===== src/rtl/core/assert_macros.svh =====
// Assertion macros used by the top level of the grid visibility block.
// Depends on nothing; the macros compile to nothing when ASSERT_OFF is set.
`ifndef ASSERT_MACROS_SVH
`define ASSERT_MACROS_SVH
`ifndef ASSERT_OFF
`define ASSERT_RST(lbl, clk, rst_n, prop) \
  lbl: assert property (@(posedge clk) disable iff (!rst_n) prop) else $error("assertion failed");
`define ASSERT_ALWAYS(lbl, clk, prop) \
  lbl: assert property (@(posedge clk) prop) else $error("assertion failed");
`else
`define ASSERT_RST(lbl, clk, rst_n, prop)
`define ASSERT_ALWAYS(lbl, clk, prop)
`endif
`endif


===== src/rtl/core/glv_pkg.sv =====
// Package of the grid visibility block: sizes, codes, CORDIC table and the
// command and status types between controller and datapath. Depends on nothing.
package glv_pkg;

  localparam int MAX_WIDTH    = 256;
  localparam int MAX_HEIGHT   = 256;
  localparam int RAY_COUNT    = 120;
  localparam int RANGE_STEPS  = 12;

  localparam int GRID_CELLS   = MAX_WIDTH * MAX_HEIGHT;
  localparam int ADDR_W       = $clog2(GRID_CELLS);
  localparam int DIM_W        = 9;
  localparam int WSAT_W       = $clog2(MAX_WIDTH + 1);
  localparam int HSAT_W       = $clog2(MAX_HEIGHT + 1);
  localparam int ROW_W        = $clog2(MAX_HEIGHT);
  localparam int CPM_W        = 24;
  localparam int CFG_IDX_W    = 3;
  localparam int CFG_DATA_W   = 32;

  localparam int RAY_W        = $clog2(RAY_COUNT);
  localparam int REM_W        = $clog2(RAY_COUNT) + 1;
  localparam int STEP_W       = $clog2(RANGE_STEPS + 1);
  localparam logic [63:0] FULL_TURN = 64'h1_0000_0000;
  localparam logic [31:0] ANG_STEP  = 32'(FULL_TURN / RAY_COUNT);
  localparam logic [REM_W-1:0] ANG_REM = REM_W'(FULL_TURN % RAY_COUNT);

  localparam int CORDIC_STEPS = 24;
  localparam int K_W          = $clog2(CORDIC_STEPS);
  localparam int CX_W         = 34;
  localparam int DIR_W        = 18;
  localparam logic [CX_W-1:0] CORDIC_GAIN = CX_W'(652032874);
  localparam logic [CX_W-1:0] ROUND_HALF  = CX_W'(8192);
  localparam logic [31:0] ATAN_TURNS [CORDIC_STEPS] = '{
    32'h20000000, 32'h12E4051E, 32'h09FB385B, 32'h051111D4, 32'h028B0D43, 32'h0145D7E1,
    32'h00A2F61E, 32'h00517C55, 32'h0028BE53, 32'h00145F2F, 32'h000A2F98, 32'h000517CC,
    32'h00028BE6, 32'h000145F3, 32'h0000A2FA, 32'h0000517D, 32'h000028BE, 32'h0000145F,
    32'h00000A30, 32'h00000518, 32'h0000028C, 32'h00000146, 32'h000000A3, 32'h00000051
  };

  localparam int POS_W        = 34;
  localparam int PROD_W       = POS_W + CPM_W + 1;
  localparam int GX_W         = PROD_W - 32;

  localparam logic [1:0] VIS_UNKNOWN = 2'd0;
  localparam logic [1:0] VIS_FREE    = 2'd1;
  localparam logic [1:0] VIS_OCC     = 2'd2;

  typedef enum logic [1:0] {
    REQ_LOAD   = 2'd0,
    REQ_POSE   = 2'd1,
    REQ_READ   = 2'd2,
    REQ_UNUSED = 2'd3
  } req_e;

  typedef enum logic [CFG_IDX_W-1:0] {
    CFG_WIDTH     = 3'd0,
    CFG_HEIGHT    = 3'd1,
    CFG_ORIGIN_X  = 3'd2,
    CFG_ORIGIN_Y  = 3'd3,
    CFG_CPM       = 3'd4,
    CFG_MAP_VALID = 3'd5
  } cfg_e;

  typedef enum logic [3:0] {
    ST_CLEAR, ST_IDLE, ST_DISPATCH, ST_LOAD, ST_READ, ST_RAY_INIT, ST_ROTATE,
    ST_DIR, ST_MUL, ST_INDEX, ST_FETCH, ST_MARK, ST_DONE
  } state_e;

  typedef struct packed {
    logic clear_en;
    logic accept;
    logic pose_start;
    logic ray_init;
    logic rotate;
    logic dir;
    logic mul;
    logic index;
    logic advance;
    logic ray_next;
    logic load_write;
    logic mark;
    logic res_load;
  } cmd_t;

  typedef struct packed {
    logic clear_last;
    req_e req_type;
    logic map_valid;
    logic cordic_last;
    logic inb;
    logic stop;
    logic last_step;
    logic last_ray;
    logic out_free;
  } status_t;

endpackage


===== src/rtl/core/glv_ctrl.sv =====
// Controller of the grid visibility block: sequences clearing, loads, reads
// and ray casting. Depends on glv_pkg.
module glv_ctrl (
  input  logic             clk_i,
  input  logic             rst_ni,
  input  logic             in_valid_i,
  output logic             in_ready_o,
  input  glv_pkg::status_t sts_i,
  output glv_pkg::cmd_t    cmd_o
);

  glv_pkg::state_e state_q, state_d;

  always_ff @(posedge clk_i or negedge rst_ni) begin
    if (!rst_ni) begin
      state_q <= glv_pkg::ST_CLEAR;
    end else begin
      state_q <= state_d;
    end
  end

  always_comb begin
    state_d    = state_q;
    cmd_o      = '0;
    in_ready_o = 1'b0;
    unique case (state_q)
      glv_pkg::ST_CLEAR: begin
        cmd_o.clear_en = 1'b1;
        if (sts_i.clear_last) begin
          state_d = glv_pkg::ST_IDLE;
        end
      end
      glv_pkg::ST_IDLE: begin
        in_ready_o = 1'b1;
        if (in_valid_i) begin
          cmd_o.accept = 1'b1;
          state_d      = glv_pkg::ST_DISPATCH;
        end
      end
      glv_pkg::ST_DISPATCH: begin
        unique case (sts_i.req_type)
          glv_pkg::REQ_LOAD: state_d = glv_pkg::ST_LOAD;
          glv_pkg::REQ_READ: state_d = glv_pkg::ST_READ;
          glv_pkg::REQ_POSE: begin
            if (sts_i.map_valid) begin
              cmd_o.pose_start = 1'b1;
              state_d          = glv_pkg::ST_RAY_INIT;
            end else begin
              state_d = glv_pkg::ST_DONE;
            end
          end
          default: state_d = glv_pkg::ST_DONE;
        endcase
      end
      glv_pkg::ST_LOAD: begin
        cmd_o.load_write = 1'b1;
        state_d          = glv_pkg::ST_DONE;
      end
      glv_pkg::ST_READ: begin
        state_d = glv_pkg::ST_DONE;
      end
      glv_pkg::ST_RAY_INIT: begin
        cmd_o.ray_init = 1'b1;
        state_d        = glv_pkg::ST_ROTATE;
      end
      glv_pkg::ST_ROTATE: begin
        cmd_o.rotate = 1'b1;
        if (sts_i.cordic_last) begin
          state_d = glv_pkg::ST_DIR;
        end
      end
      glv_pkg::ST_DIR: begin
        cmd_o.dir = 1'b1;
        state_d   = glv_pkg::ST_MUL;
      end
      glv_pkg::ST_MUL: begin
        cmd_o.mul = 1'b1;
        state_d   = glv_pkg::ST_INDEX;
      end
      glv_pkg::ST_INDEX: begin
        cmd_o.index = 1'b1;
        state_d     = glv_pkg::ST_FETCH;
      end
      glv_pkg::ST_FETCH: begin
        if (sts_i.inb) begin
          state_d = glv_pkg::ST_MARK;
        end else if (sts_i.last_ray) begin
          state_d = glv_pkg::ST_DONE;
        end else begin
          cmd_o.ray_next = 1'b1;
          state_d        = glv_pkg::ST_RAY_INIT;
        end
      end
      glv_pkg::ST_MARK: begin
        cmd_o.mark = 1'b1;
        if (!sts_i.stop && !sts_i.last_step) begin
          cmd_o.advance = 1'b1;
          state_d       = glv_pkg::ST_MUL;
        end else if (sts_i.last_ray) begin
          state_d = glv_pkg::ST_DONE;
        end else begin
          cmd_o.ray_next = 1'b1;
          state_d        = glv_pkg::ST_RAY_INIT;
        end
      end
      glv_pkg::ST_DONE: begin
        if (sts_i.out_free) begin
          cmd_o.res_load = 1'b1;
          state_d        = glv_pkg::ST_IDLE;
        end
      end
      default: state_d = glv_pkg::ST_IDLE;
    endcase
  end

endmodule


===== config.mk =====
export PLATFORM = sky130hd
export DESIGN_NAME = glv_ctrl
export DESIGN_NICKNAME = d
export VERILOG_FILES = /design/src/rtl/core/assert_macros.svh /design/src/rtl/core/glv_pkg.sv /design/src/rtl/core/glv_ctrl.sv
export SDC_FILE = /design/constraint.sdc
export NUM_CORES = 1
export LEC_CHECK = 0
export ABC_CLOCK_PERIOD_IN_PS = 3900
export BUFFER_PORTS_ARGS = -buffer_cell sky130_fd_sc_hd__buf_2
export CELL_PAD_IN_SITES_DETAIL_PLACEMENT = 2
export CELL_PAD_IN_SITES_GLOBAL_PLACEMENT = 2
export CORE_ASPECT_RATIO = 0.8
export CORE_MARGIN = 4
export CORE_UTILIZATION = 23
export DETAILED_ROUTE_END_ITERATION = 6
export PLACE_DENSITY = 0.81
export SLEW_MARGIN = 30
export SYNTH_ARGS = -nofsm -noshare
export SYNTH_HDL_FRONTEND = slang
export SYNTH_SLANG_ARGS = --single-unit

===== constraint.sdc =====
create_clock -name clk_i -period 3.9 [get_ports clk_i]
set_input_delay 0.195 -clock clk_i [delete_from_list [all_inputs] [get_ports clk_i]]
set_output_delay 0.195 -clock clk_i [all_outputs]
set_load 0.01 [all_outputs]

==> results.json, run 1 <==
{
  "run_status": "finished clean",
  "antenna_left": 0,
  "worstPathRequired_ns": 3.70,
  "worst_skew_pair_latency_ns": 0.24,
  "mappedNetlistNets": 88,
  "die_h_um": 50.81,
  "cp.arrival_ns": 1.75,
  "yosys-top-cells-area": "dfrtp_1, nor2_1, mux2_4",
  "post-cts-setup-buffer-count": 0,
  "std_cell_rows": 15,
  "number_of_violations_of_the_max_capacitance_limit": 0,
  "cts.path.max_buffers": 2,
  "layout-drive-gt1-share_pct": 33.67,
  "ys_async_sr_fraction_pct": 100.0,
  "rsz0062_at_grt": "false",
  "vdd_drop_max_v": 0.0002017,
  "grt_pass1_wl_um": 3160,
  "htree_num_levels": 1,
  "yosysTopAreaCellShare_pct": 19.00,
  "critical_path.max_stage_delay_ns": 0.70,
  "total_leakage_power_uw": 0.0003199,
  "area_growth_synth_to_finish_pct": 29.93,
  "drt_wirelength_um": 1914,
  "timing.critical_path.to_type": "output pin",
  "port_buffers": 26,
  "power-per-cell-area_mw_per_mm2": 687.9,
  "synth_xor_area_share_pct": 0,
  "yosysMostFrequentCell": "nor2_1",
  "largest_register_ff_count": 4,
  "start_util_pct": 24.20,
  "layout.nets": 113,
  "drc": 0,
  "cts_num_sinks": 4,
  "wl_per_cell_um": 15.56,
  "cts_hold_buffers": 1,
  "hpwlAfterDp_um": 1464,
  "io_pins": 27,
  "synthSimpleGateAreaFrac_pct": 40.86,
  "main_combinational_cell_family_by_area_after_synthesis": "simple AND/OR/NAND/NOR gates",
  "fp.coreArea_mm2": 0.002177,
  "grt_use_total_pct": 13.23,
  "netlist.top_cell.by_area": "dfrtp_1",
  "total_power_uw": 470.8,
  "layout.filler_cells": 272,
  "tightestPinTransition_ns": 0.5804,
  "drt_iter0_markers": 20,
  "mux_contribution_to_synthesized_area_pct": 5.701,
  "synth_fa_ha_area_share_pct": 0,
  "cts_resized": 0,
  "layoutNonFillerInstCount": 123,
  "synth-edff-count": 0,
  "synth.cells.most_frequent": "nor2_1, nand2_1, nor3_1",
  "largest_registers": "state_q x4",
  "yosys_warnings": 0,
  "fp.dieW_um": 61.51,
  "final-hold-violation-count": 0,
  "tritoncts": "done",
  "num_vias": 654,
  "finalWorstPathRequiredPeriod_ns": 1.942,
  "hp-class": "input port to register",
  "maximum_number_of_pins_on_one_net_before_global_route_repair": 20,
  "remaining_overflow_grt": 0,
  "criticalPathCategory": "register to output pin",
  "clock-root-buffer": "clkbuf_4",
  "hold_ws_ns": 0.2829,
  "fraction_of_the_mapped_netlist_area_in_compound_gates_pct": 26.84,
  "setup_tns_ns": 0,
  "synth.distinct_cells": 33,
  "drt-vias-per-instance": 5.317,
  "gpl.final_weighted_congestion": 0.7592,
  "regMostFlops": "state_q",
  "worstPathBufferInverterCount": 1,
  "critical_path_peak_fanout": 19,
  "most_common_flop_cell_mapped_by_yosys": "dfrtp_1",
  "critPathSlowestCell": "dfrtp_1",
  "synth_seq_cells": 4,
  "report.final.slew_viol_count": 0,
  "grt_pass1_vias": 683,
  "synth.avg_cell_area_um2": 7.023,
  "skew_ns": 0.001538,
  "final_cycle_share_pct": 49.78,
  "slew_headroom_pct": 61.31,
  "antenna_found_initial": 0,
  "maxClockFrequency_ghz": 0.5151,
  "antenna-diode-count": 0,
  "setup_viol": 0,
  "synthesis.instances": 75,
  "cts.reportedPaths.clkPinSlew_ns": 0.04,
  "critPathLaunchType": "register",
  "post_synth_instance_area_um2": 526.8,
  "placedCellCount": 119,
  "share_of_synthesized_area_occupied_by_flip_flops_and_latches_pct": 19.00,
  "tritonroute_pass_1_iters": 4,
  "tritoncts.num_buffers": 3,
  "fp.dieArea_mm2": 0.003125,
  "cpLargestDelayFamily": "flip-flops",
  "crit_chain": "nand2_1 > nor3_1 > buf_2"
}
cells by family after synthesis:
| group | Yosys count |
|---|---|
| compound gates | 19 |
| flops | 4 |
| mux | 2 |
| buf+inv | 8 |
| simple gates | 42 |
placed cells by master (no fill, tap or decap):
| master | Yosys | final |
|---|---|---|
| a2111oi_0 | 1 | 1 |
| a211oi_1 | 1 | 1 |
| a21oi_1 | 3 | 3 |
| a2bb2oi_1 | 1 | 1 |
| a32oi_1 | 1 | 1 |
| and2_1 | 2 | 2 |
| and2b_1 | 1 | 1 |
| and4_1 | 1 | 1 |
| buf_2 | 2 | 26 |
| clkbuf_4 | 0 | 3 |
| dfrtp_1 | 4 | 4 |
| dlygate4sd3_1 | 0 | 1 |
| inv_1 | 1 | 1 |
| mux2_4 | 2 | 2 |
| nand2_1 | 6 | 6 |
| nand2b_1 | 3 | 3 |
| nand3_1 | 1 | 1 |
| nor2_1 | 14 | 14 |
| nor2_2 | 1 | 1 |
| nor2b_1 | 3 | 3 |
| nor3_1 | 5 | 5 |
| nor3b_1 | 3 | 3 |
| nor4b_1 | 1 | 1 |
| o211a_1 | 1 | 1 |
| o211ai_1 | 1 | 1 |
| o21a_1 | 1 | 1 |
| o21ai_0 | 3 | 3 |
| o221ai_1 | 1 | 1 |
| o22ai_1 | 1 | 1 |
| o311ai_0 | 2 | 2 |
| o31a_1 | 1 | 1 |
| o32a_2 | 1 | 1 |
| or2_1 | 1 | 1 |
per-stage QoR:
stage | setup slack, ns | cell area, µm² | util [%]
finish | 1.958 | 684.4 | 31.44
floorplan | 2.389 | 526.8 | -
global placement | 2.088 | 651.9 | 29.94
CTS | 1.955 | 684.4 | 31.44
detailed placement | 2.004 | 651.9 | 29.94
global route | 1.768 | 684.4 | 31.44
layer usage:
| layer | global-route usage, % | part of all wire (%) | up-vias |
|---|---|---|---|
| li1 | - | - | 319 |
| met1 | 16.95 | 45 | 308 |
| met5 | 0 | 0 | - |
| met2 | 21.43 | 46 | 25 |
| met3 | 2.828 | 7.7 | 2 |
| met4 | 4.594 | 1.2 | 0 |
worst register-to-register path: cells and delay by family (launching register included):
family	cells	cell delay, ns
flops	1	0.70
mux	1	0.21
compound gates	2	0.27
simple gates	2	0.67
area by class of cell:
cell class              instances  area (µm²)  area share (%)
repair buffers                 27       140.1           20.48
inverters                       1       3.754          0.5484
flip-flops and latches          4       100.1           14.63
well taps                      25       31.28           4.570
multi-input cells              63       386.6           56.49
clock buffers                   3       22.52           3.291
where the power goes:
group          switching (µW)  internal, µW
sequential               83.8          60.4
combinational             139           134
clock                    18.8          34.6
final timing paths:
check	endpoint	startpoint	cells after the start	slack, ns
worst max-delay path	cmd_o[4]	state_q[0]	3	1.96
worst min-delay path	state_q[1]	sts_i[5]	4	0.28
worst max register to register	state_q[0]	state_q[0]	5	1.99
worst min register to register	state_q[3]	state_q[2]	2	0.79
max in group asynchronous	state_q[2]	rst_ni	2	3.49
min in group asynchronous	state_q[3]	rst_ni	2	0.29
No activity file was read; power rests on OpenSTA's default activity.
==> run 2: changes to the inputs <==
--- a/config.mk
+++ b/config.mk
@@ -5,15 +5,15 @@
 export SDC_FILE = /design/constraint.sdc
 export NUM_CORES = 1
 export LEC_CHECK = 0
-export ABC_CLOCK_PERIOD_IN_PS = 3900
+export ABC_CLOCK_PERIOD_IN_PS = 1690
 export BUFFER_PORTS_ARGS = -buffer_cell sky130_fd_sc_hd__buf_2
 export CELL_PAD_IN_SITES_DETAIL_PLACEMENT = 2
 export CELL_PAD_IN_SITES_GLOBAL_PLACEMENT = 2
 export CORE_ASPECT_RATIO = 0.8
 export CORE_MARGIN = 4
-export CORE_UTILIZATION = 23
+export CORE_UTILIZATION = 19
 export DETAILED_ROUTE_END_ITERATION = 6
-export PLACE_DENSITY = 0.81
+export PLACE_DENSITY = 0.72
 export SLEW_MARGIN = 30
 export SYNTH_ARGS = -nofsm -noshare
 export SYNTH_HDL_FRONTEND = slang
==> constraint.sdc (replaced) <==
create_clock -name clk_i -period 1.69 [get_ports clk_i]
set_input_delay 0.0845 -clock clk_i [delete_from_list [all_inputs] [get_ports clk_i]]
set_output_delay 0.0845 -clock clk_i [all_outputs]
set_load 0.01 [all_outputs]
==> results.json, run 2 (synthesis results as in run 1) <==
{
  "run_status": "finished clean",
  "tightestPinTransition_ns": 0.4061,
  "port_buffers": 26,
  "tritoncts.num_buffers": 3,
  "hold_path.startpoint": "in_valid_i",
  "critPathSlowestCell": "dfrtp_1",
  "clock-root-buffer": "clkbuf_4",
  "total_power_uw": 1315,
  "io_pins": 27,
  "layout.cells.most_common_list": "buf_2, nor2_1, buf_4",
  "cts.path.max_buffers": 2,
  "antenna_found_initial": 0,
  "drt_iter0_markers": 21,
  "layout.filler_cells": 318,
  "total_leakage_power_uw": 0.0003693,
  "reg2reg_slack_ns": 0.06,
  "critPathMostFrequentCell": "mux2_4",
  "grt_pass1_vias": 683,
  "slew_headroom_pct": 72.58,
  "worstPathRequired_ns": 1.82,
  "drt_wirelength_um": 2177,
  "regMostFlops": "state_q",
  "criticalPathCategory": "register to register",
  "layoutNonFillerInstCount": 143,
  "skew_ns": 0.001620,
  "setup_viol": 0,
  "fp.dieArea_mm2": 0.003684,
  "tritonroute_pass_1_iters": 4,
  "power-per-cell-area_mw_per_mm2": 1644,
  "remaining_overflow_grt": 0,
  "largest_registers": "state_q x4",
  "multiInputGateArea_um2": 406.6,
  "worst_r2r_startpoint": "state_q[0]",
  "maximum_number_of_pins_on_one_net_before_global_route_repair": 18,
  "hold_path_end": "state_q[2]",
  "antenna-diode-count": 0,
  "p_comb_share_pct": 75.0,
  "wl_per_cell_um": 15.22,
  "critical_path.max_stage_delay_ns": 0.39,
  "num_vias": 689,
  "switchingPower_uw": 637.7,
  "worstRegToRegCells": 6,
  "crit_chain": "buf_4 > mux2_4 > o32a_2 > nor2_2 > a21oi_1 > mux2_4",
  "start_util_pct": 20.72,
  "critPathLaunchType": "register",
  "drc": 0,
  "finalWorstPathRequiredPeriod_ns": 1.632,
  "drt-vias-per-instance": 4.818,
  "worst_skew_pair_latency_ns": 0.25,
  "cts_num_sinks": 4,
  "die_h_um": 55.10,
  "critical_path_peak_fanout": 3,
  "report.final.slew_viol_count": 0,
  "area_growth_synth_to_finish_pct": 51.78,
  "final-hold-violation-count": 0,
  "vdd_drop_max_v": 0.0003595,
  "reg2reg_to": "state_q[0]",
  "htree_num_levels": 1,
  "grt_use_total_pct": 12.41,
  "timing.critical_path.to_type": "register",
  "share_clk_of_total_power_pct": 10.0,
  "fp.dieW_um": 66.87,
  "tritoncts": "done",
  "hpwlAfterDp_um": 1678,
  "layout-drive-gt1-share_pct": 43.93,
  "maxClockFrequency_ghz": 0.6129,
  "power.switching_fraction_pct": 48.50,
  "most_common_cell_after_layout_fill_and_taps_aside": "buf_2",
  "share_seq_of_total_power_pct": 15.0,
  "grt_pass1_wl_um": 3491,
  "fp.coreArea_mm2": 0.002542,
  "sequential_cell_area_um2": 101.3,
  "layout.nets": 122,
  "final_cycle_share_pct": 96.55,
  "gpl.final_weighted_congestion": 0.7359,
  "cts.reportedPaths.clkPinSlew_ns": 0.04,
  "placedCellCount": 137,
  "cp.arrival_ns": 1.76,
  "antenna_left": 0,
  "hold_path_depth": 3,
  "std_cell_rows": 16,
  "largest_register_ff_count": 4,
  "number_of_violations_of_the_max_capacitance_limit": 0,
  "hp-class": "input port to register",
  "power_report.internal_total_uw": 677.0
}
==> run 2: stage by stage <==
| stage | hold slack [ns] | setup TNS (ns) | util, % | instance area [µm²] | worst slack (ns) |
|---|---|---|---|---|---|
| finish | 0.1464 | 0 | 31.45 | 799.5 | 0.05836 |
| global route | 0.1837 | -0.002550 | 31.45 | 799.5 | -0.001294 |
| CTS | 0.1648 | 0 | 30.22 | 768.2 | 0.02207 |
| detailed placement | -0.1073 | 0 | 28.74 | 730.7 | 0.1110 |
| global placement | -0.1078 | 0 | 28.74 | 730.7 | 0.1195 |
| floorplan | -0.2111 | 0 | - | 526.8 | 0.1794 |
==> run 2: critical path, delay by kind of cell (launching register included) <==
kind	cells	cell delay [ns]
muxes	2	0.60
DFF	1	0.39
and+or+nand+nor	1	0.09
AOI/OAI and AO/OA	2	0.28
buffers and inverters	1	0.15
==> run 2: cell type report <==
class / instances / area share (%)
tap: 36 / 5.634
clock buffer: 3 / 2.817
multi-input combinational: 63 / 50.86
sequential: 4 / 12.68
timing repair buffer: 36 / 27.54
inverter: 1 / 0.4695
==> run 2: power groups by stage <==
stage,combinational (µW),sequential (µW),clock [µW]
after floorplan,635,159,0
after global placement,895,202,0
after detailed placement,931,203,0
after CTS,942,203,123
after global routing,1090,205,143
final,986,197,132
==> run 2: metal layers <==
layer	vias up	global-route usage [%]	part of all wire, %
li1	336	-	-
met3	2	2.828	7.3
met2	27	20.56	46
met5	-	0	0
met1	324	16.95	46
met4	0	1.684	0.87
==> run 2: repair_timing <==
item                                    in CTS  in global routing
resized for setup                            1                  5
endpoints found under the hold margin        4                  0
endpoints found under the setup margin       1                  3
setup buffers                                0                  2
hold buffers                                 1                  0
pin swaps                                    0                  1
==> run 2: how the worst max path moves through the flow <==
stage / from / to / slack [ns] / cells after the start
floorplan: state_q[0] / state_q[0] / 0.18 / 6
global placement: state_q[0] / state_q[0] / 0.12 / 5
detailed placement: state_q[0] / state_q[0] / 0.11 / 5
CTS: state_q[0] / cmd_o[3] / 0.02 / 6
global route: state_q[1] / cmd_o[11] / -0.001 / 5
finish: state_q[0] / state_q[0] / 0.06 / 6
